[src/rtl/spectral_phase_rotator_assert.svh]
// Assertion macros for the spectral phase rotator.
// Expects aclk and aresetn in the scope of the module that uses them.
`ifndef SPECTRAL_PHASE_ROTATOR_ASSERT_SVH
`define SPECTRAL_PHASE_ROTATOR_ASSERT_SVH

// check outside reset
`define SPR_ASSERT(label, prop, msg) \
    label: assert property (@(posedge aclk) disable iff (!aresetn) prop) else $error(msg);

// check during reset as well
`define SPR_ASSERT_ALWAYS(label, prop, msg) \
    label: assert property (@(posedge aclk) prop) else $error(msg);

`endif

[src/rtl/spr_cell.sv]
// One cell of the square root chain: settles one root bit and hands on to its neighbor.
// Depends on nothing but its parameters; instantiated in a row by the top level.
module spr_cell #(
    parameter int NB = 32,
    parameter int PW = 66
) (
    input  logic            aclk,
    input  logic            aresetn,
    input  logic            in_valid,
    output logic            in_ready,
    input  logic [2*NB-1:0] in_rad,
    input  logic [NB+1:0]   in_rem,
    input  logic [NB-1:0]   in_root,
    input  logic [PW-1:0]   in_pay,
    output logic            out_valid,
    input  logic            out_ready,
    output logic [2*NB-1:0] out_rad,
    output logic [NB+1:0]   out_rem,
    output logic [NB-1:0]   out_root,
    output logic [PW-1:0]   out_pay
);

    logic            vld_reg;
    logic [2*NB-1:0] rad_reg;
    logic [NB+1:0]   rem_reg;
    logic [NB+1:0]   rem_next;
    logic [NB-1:0]   root_reg;
    logic [PW-1:0]   pay_reg;
    logic [NB+1:0]   rem_in;
    logic [NB+1:0]   trial;
    logic            ge;

    assign in_ready = !vld_reg || out_ready;
    assign rem_in   = {in_rem[NB-1:0], in_rad[2*NB-1 -: 2]};
    assign trial    = {in_root, 2'b01};
    assign ge       = rem_in >= trial;
    assign rem_next = ge ? rem_in - trial : rem_in;

    always_ff @(posedge aclk) begin
        if (!aresetn) begin
            vld_reg <= 1'b0;
        end else if (in_ready) begin
            vld_reg <= in_valid;
        end
    end

    always_ff @(posedge aclk) begin
        if (in_ready) begin
            rad_reg  <= in_rad << 2;
            rem_reg  <= rem_next;
            root_reg <= {in_root[NB-2:0], ge};
            pay_reg  <= in_pay;
        end
    end

    assign out_valid = vld_reg;
    assign out_rad   = rad_reg;
    assign out_rem   = rem_reg;
    assign out_root  = root_reg;
    assign out_pay   = pay_reg;

endmodule

[config.mk]
export PLATFORM = sky130hd
export DESIGN_NAME = spr_cell
export DESIGN_NICKNAME = d
export VERILOG_FILES = /design/src/rtl/spectral_phase_rotator_assert.svh /design/src/rtl/spr_cell.sv
export SDC_FILE = /design/constraint.sdc
export NUM_CORES = 1
export LEC_CHECK = 0
export BUFFER_PORTS_ARGS = -buffer_cell sky130_fd_sc_hd__buf_2
export CORE_AREA = 8 8 147 149
export CTS_CLUSTER_DIAMETER = 50
export DETAILED_ROUTE_END_ITERATION = 16
export DIE_AREA = 0 0 155 157
export HOLD_SLACK_MARGIN = 0.12
export PLACE_DENSITY = 0.76
export RECOVER_POWER = 50
export SLEW_MARGIN = 20
export SYNTH_ARGS = -nofsm -noshare
export SYNTH_HDL_FRONTEND = slang
export SYNTH_SLANG_ARGS = --single-unit
[constraint.sdc]
create_clock -name aclk -period 9.5 [get_ports aclk]
set_input_delay 0.95 -clock aclk [delete_from_list [all_inputs] [get_ports aclk]]
set_output_delay 0.95 -clock aclk [all_outputs]
set_load 0.03 [all_outputs]
## Word-level counts from Yosys, hierarchy flattened

Index checks and enable logic that the tools add are counted.

| word-level totals | value |
|---|---|
| flip-flop bits (word level) | 195 |
| bits in latches | 0 |
| memories kept | 0 |
| input port bits | 200 |
| bits in writable memories | 0 |
| bits in read-only memories | 0 |
| output and inout port bits | 198 |
| logic and storage cells | 10 |

| cells by class | value |
|---|---|
| equal/unequal tests | 0 |
| add/subtract/negate cells | 1 |
| divide/modulo/power cells | 0 |
| multipliers | 0 |
| bitwise logic cells | 0 |
| reduce and logical (&&, ||, !) cells | 2 |
| multiplexer cells | 1 |
| magnitude comparators | 1 |
| shifts and indexed selects | 0 |

Operators with widths:

| cell | number |
|---|---|
| 34-bit greater-or-equal comparator | 1 |
| 34-bit 2-to-1 mux | 1 |
| 34-bit subtractor | 1 |
| 1-bit zero test | 1 |
| 1-bit logical OR | 1 |

## Logic depth before layout (Yosys ltp)

| depth | value |
|---|---|
| depth after elaboration | 2 |
| depth in mapped cells | 13 |
| mapped depth without buffers | 11 |

## Worst setup path before layout

Ideal clock, no wire load.

| timing | value |
|---|---|
| path type | in2out |
| start | input port out_ready |
| end | output port in_ready |
| stages on the path | 1 |
| data required time | 8.550 ns |
| arrival | 5.828 ns |
| buffers on the path | 0 |
| path slack | 2.722 ns |
| cells stage by stage | nand2b_1 |

| between the ends | value |
|---|---|
| word-level cells in the longest chain between the ends | 1 |

Ends and longest elaborated chain:

| element | RTL line | text |
|---|---|---|
| from (decl) | spr_cell.sv:16 | `input logic out_ready,` |
| 1-bit logical OR | spr_cell.sv:33 | `assign in_ready = !vld_reg \|\| out_ready;` |
| to (decl) | spr_cell.sv:10 | `output logic in_ready,` |

No other way between the ends.

## Worst setup path in the final report

| timing | value |
|---|---|
| start | input port out_ready |
| end | register pay_reg[55] (netlist: out_pay[55]) (enable) |

| between the ends | value |
|---|---|
| word-level cells in the longest chain between the ends | 1 |

Ends and longest elaborated chain:

| element | RTL line | text |
|---|---|---|
| 1-bit logical OR | spr_cell.sv:33 |  |
| to (signal assigned) | spr_cell.sv:52 | `pay_reg <= in_pay;` |
| to (decl) | spr_cell.sv:28 | `logic [PW-1:0] pay_reg;` |

No other way between the ends.
A chain may end at the register's enable or synchronous reset.

==> flow_metrics.env <==
export IMPL_status="complete, but fails checks"
export IMPL_violations="max-capacitance violations, max-slew violations"
export IMPL_post_cts_buffers=0
export IMPL_postSynthCellCount=556
export IMPL_swShare=0.315
export IMPL_die_w_microns=155
export IMPL_max_freq_mhz=215
export IMPL_hold_violations=0
export IMPL_p_int_mw=1.55
export IMPL_vias=6233
export IMPL_antenna_found_initial=8
export IMPL_path_buf_inv=3
export IMPL_dr_pass1_iters=5
export IMPL_hpwl_microns=21600
export IMPL_drtIter0Drc=326
export IMPL_synth_edff_count=194
export IMPL_via_per_inst=5.01
export IMPL_crit_family="buffers and inverters"
export IMPL_power_total_mw=2.26
export IMPL_cts_tree="done"
export IMPL_synth_area_leaders="edfxtp_1, ha_1, mux2_4, a21oi_1, inv_1"
export IMPL_port_buffers=393
export IMPL_async_flop_share=0
export IMPL_slew_headroom=-0.759
export IMPL_path_cells="buf_2 -> nand2b_1 -> clkbuf_1 -> buf_4"
export IMPL_yosysTopAreaCell="edfxtp_1"
export IMPL_path_class="input port to flop"
export IMPL_clk_latency_ns=0.43
export IMPL_die_y_microns=157
export IMPL_grtUsageTotal=0.214
export IMPL_cap_violations=1
export IMPL_grt_use_met3=0.0960
export IMPL_setup_tns_ns=0
export IMPL_finalCriticalPeriod_ns=4.66
export IMPL_tightest_slew_ns=2.64
export IMPL_htreeDepth=4
export IMPL_startpoint_type="input port"
export IMPL_final_period_utilization=0.491
export IMPL_critical_path_max_stage_delay_ns=1.95
export IMPL_seq_power_share=0.465
export IMPL_hold_class="input port to flop"
export IMPL_critPathSlowestCell="clkbuf_1"
export IMPL_synth_distinct_cells=68
export IMPL_die_area_sq_um=24300
export IMPL_core_sq_um=19200
export IMPL_grt_pass1_wl_microns=38800
export IMPL_gp_congestion=0.954
export IMPL_cts_inserted_buffers=17
export IMPL_rsz0062_at_grt="no"
export IMPL_syn_area_per_cell_sq_um=15.2
export IMPL_clock_path_buffers=2
export IMPL_met2_usage=0.387
export IMPL_setup_viol=0
export IMPL_io_pins=398
export IMPL_wl_microns=27000
export IMPL_cts_num_sinks=195
export IMPL_syn_cell_area_sq_um=8450
export IMPL_drive_gt1_frac=0.374
export IMPL_final_util=0.583
export IMPL_drc=0
export IMPL_row_count=51
export IMPL_slew_violations=51
export IMPL_gr_usage_met1=0.223
export IMPL_grt_max_degree=82
export IMPL_power_density_nw_per_um2=202
export IMPL_cp_end_kind="flop"
export IMPL_final_nets=1195
export IMPL_area_delta_synth_final_pct=32.5
export IMPL_postCtsHoldBufs=0
export IMPL_switching_power_uw=712
export IMPL_synth_ff_type="edfxtp_1"
export IMPL_busiest_layer="met2"
export IMPL_ctsRootBufferMaster="clkbuf_16"
export IMPL_fin_skew_ns=0.00760
export IMPL_p_clk_frac=0.321
export IMPL_ys_ff_latch=195
export IMPL_ctsResizeCount=0
export IMPL_synth_common_cells="edfxtp_1, inv_1, a21oi_1, ha_1, nand2_1"
export IMPL_crit_required_ns=9.56
export IMPL_comb_power_share=0.214
export IMPL_yosys_warnings=0
export IMPL_cp_arrival_ns=4.72
export IMPL_ys_seq_area_frac=0.692
export IMPL_first_global_vias=6376
export IMPL_drt_wirelength_per_cell_microns=21.7
export IMPL_cp_max_fo=50
export IMPL_leakage_nw=4.87
export IMPL_irDropWorstVdd_uv=122
export IMPL_antenna_left=0
export IMPL_clk_pin_slew_worst_paths_ns=0.08
export IMPL_synth_top_area_share=0.690
export IMPL_overflow=0
export IMPL_initial_utilization=0.440
export IMPL_yosysMostFrequentCell="edfxtp_1"
==> metal layers <==
metal,part of all wire,wire [microns],vias up
met1,0.36,9590,2983
met4,0.017,454,8
li1,-,-,2938
met2,0.52,13900,275
met5,0.0024,66,-
met3,0.11,2920,29
==> worst paths after layout <==
path	cells after the start	to	start	slack (ns)
hold reg to reg	1	out_rad[36]	out_valid	1.38
hold / removal	1	out_rad[32]	in_rad[30]	0.69
setup reg to reg	3	out_pay[55]	out_valid	5.19
setup / recovery	4	out_pay[55]	out_ready	4.84
==> logic make-up after synthesis <==
| kind of cell | count (synthesis) | synth area share |
|---|---|---|
| adders and majority gates | 34 | 0.0504 |
| xor gates and xnor gates | 27 | 0.0280 |
| buffers and inverters | 53 | 0.0274 |
| muxes | 24 | 0.0412 |
| other | 1 | 0.000444 |
| and+or+nand+nor | 100 | 0.0624 |
| AOI/OAI and AO/OA | 122 | 0.0983 |
| DFF | 195 | 0.692 |
==> sequential cells by signal, summed over array words and instances (netlist names) <==
name and flops:
out_rem 34, out_root 32, out_pay 66, out_rad 62, out_valid 1
==> layout by cell type (no fill, tap or decap), types with 6 or more instances in the layout <==
cell       netlist  routed
xor2_1          11      11
inv_1           41      41
clkinv_8         0       6
o21a_1           6       6
diode_2          0       6
clkbuf_16        0      17
mux2_4          21      21
nor3_1          12      12
clkbuf_1         4     103
nand3_1         12      12
edfxtp_1       194     194
nor2_1          19      19
a21oi_1         38      38
o21ai_0         21      21
nand2_1         23      23
and3_1           8       8
buf_2            2     291
xnor2_1         16      16
ha_1            34      34
a21o_1          15      15
==> cell type report <==
class,count,area [sq um]
antenna,6,15.0
clock buffer,17,425
sequential,195,5850
multi-input combinational,309,2370
timing repair buffer,396,1860
tap,265,332
inverter,42,158
clock inverter,15,189
fill,1633,8010
==> metrics by stage <==
stage                     cells  area [sq um]  setup slack, ns  hold slack (ns)
after detailed placement   1207         10700             5.14            0.848
after global routing       1242         11200             4.54            0.662
after floorplan             557          8450             2.72             1.05
after CTS                  1239         11300             5.60            0.669
final                      1245         11200             4.84            0.691
after global placement     1207         10700             5.15            0.824
==> power by group through the flow <==
stage / registers, mW / clock network [mW] / logic [mW]
final: 1.05 / 0.726 / 0.484
after global routing: 1.06 / 0.775 / 0.515
after CTS: 1.05 / 0.745 / 0.498
after detailed placement: 1.07 / 0 / 0.496
after global placement: 1.07 / 0 / 0.490
after floorplan: 1.24 / 0 / 0.171
==> worst register-to-register path, delay by kind of cell, from the launching register on <==
kind,cells,cell delay (ns)
simple gates,1,0.88
flops,1,0.31
buf+inv,2,2.69
Note: power is estimated with default switching activity, not from simulation.
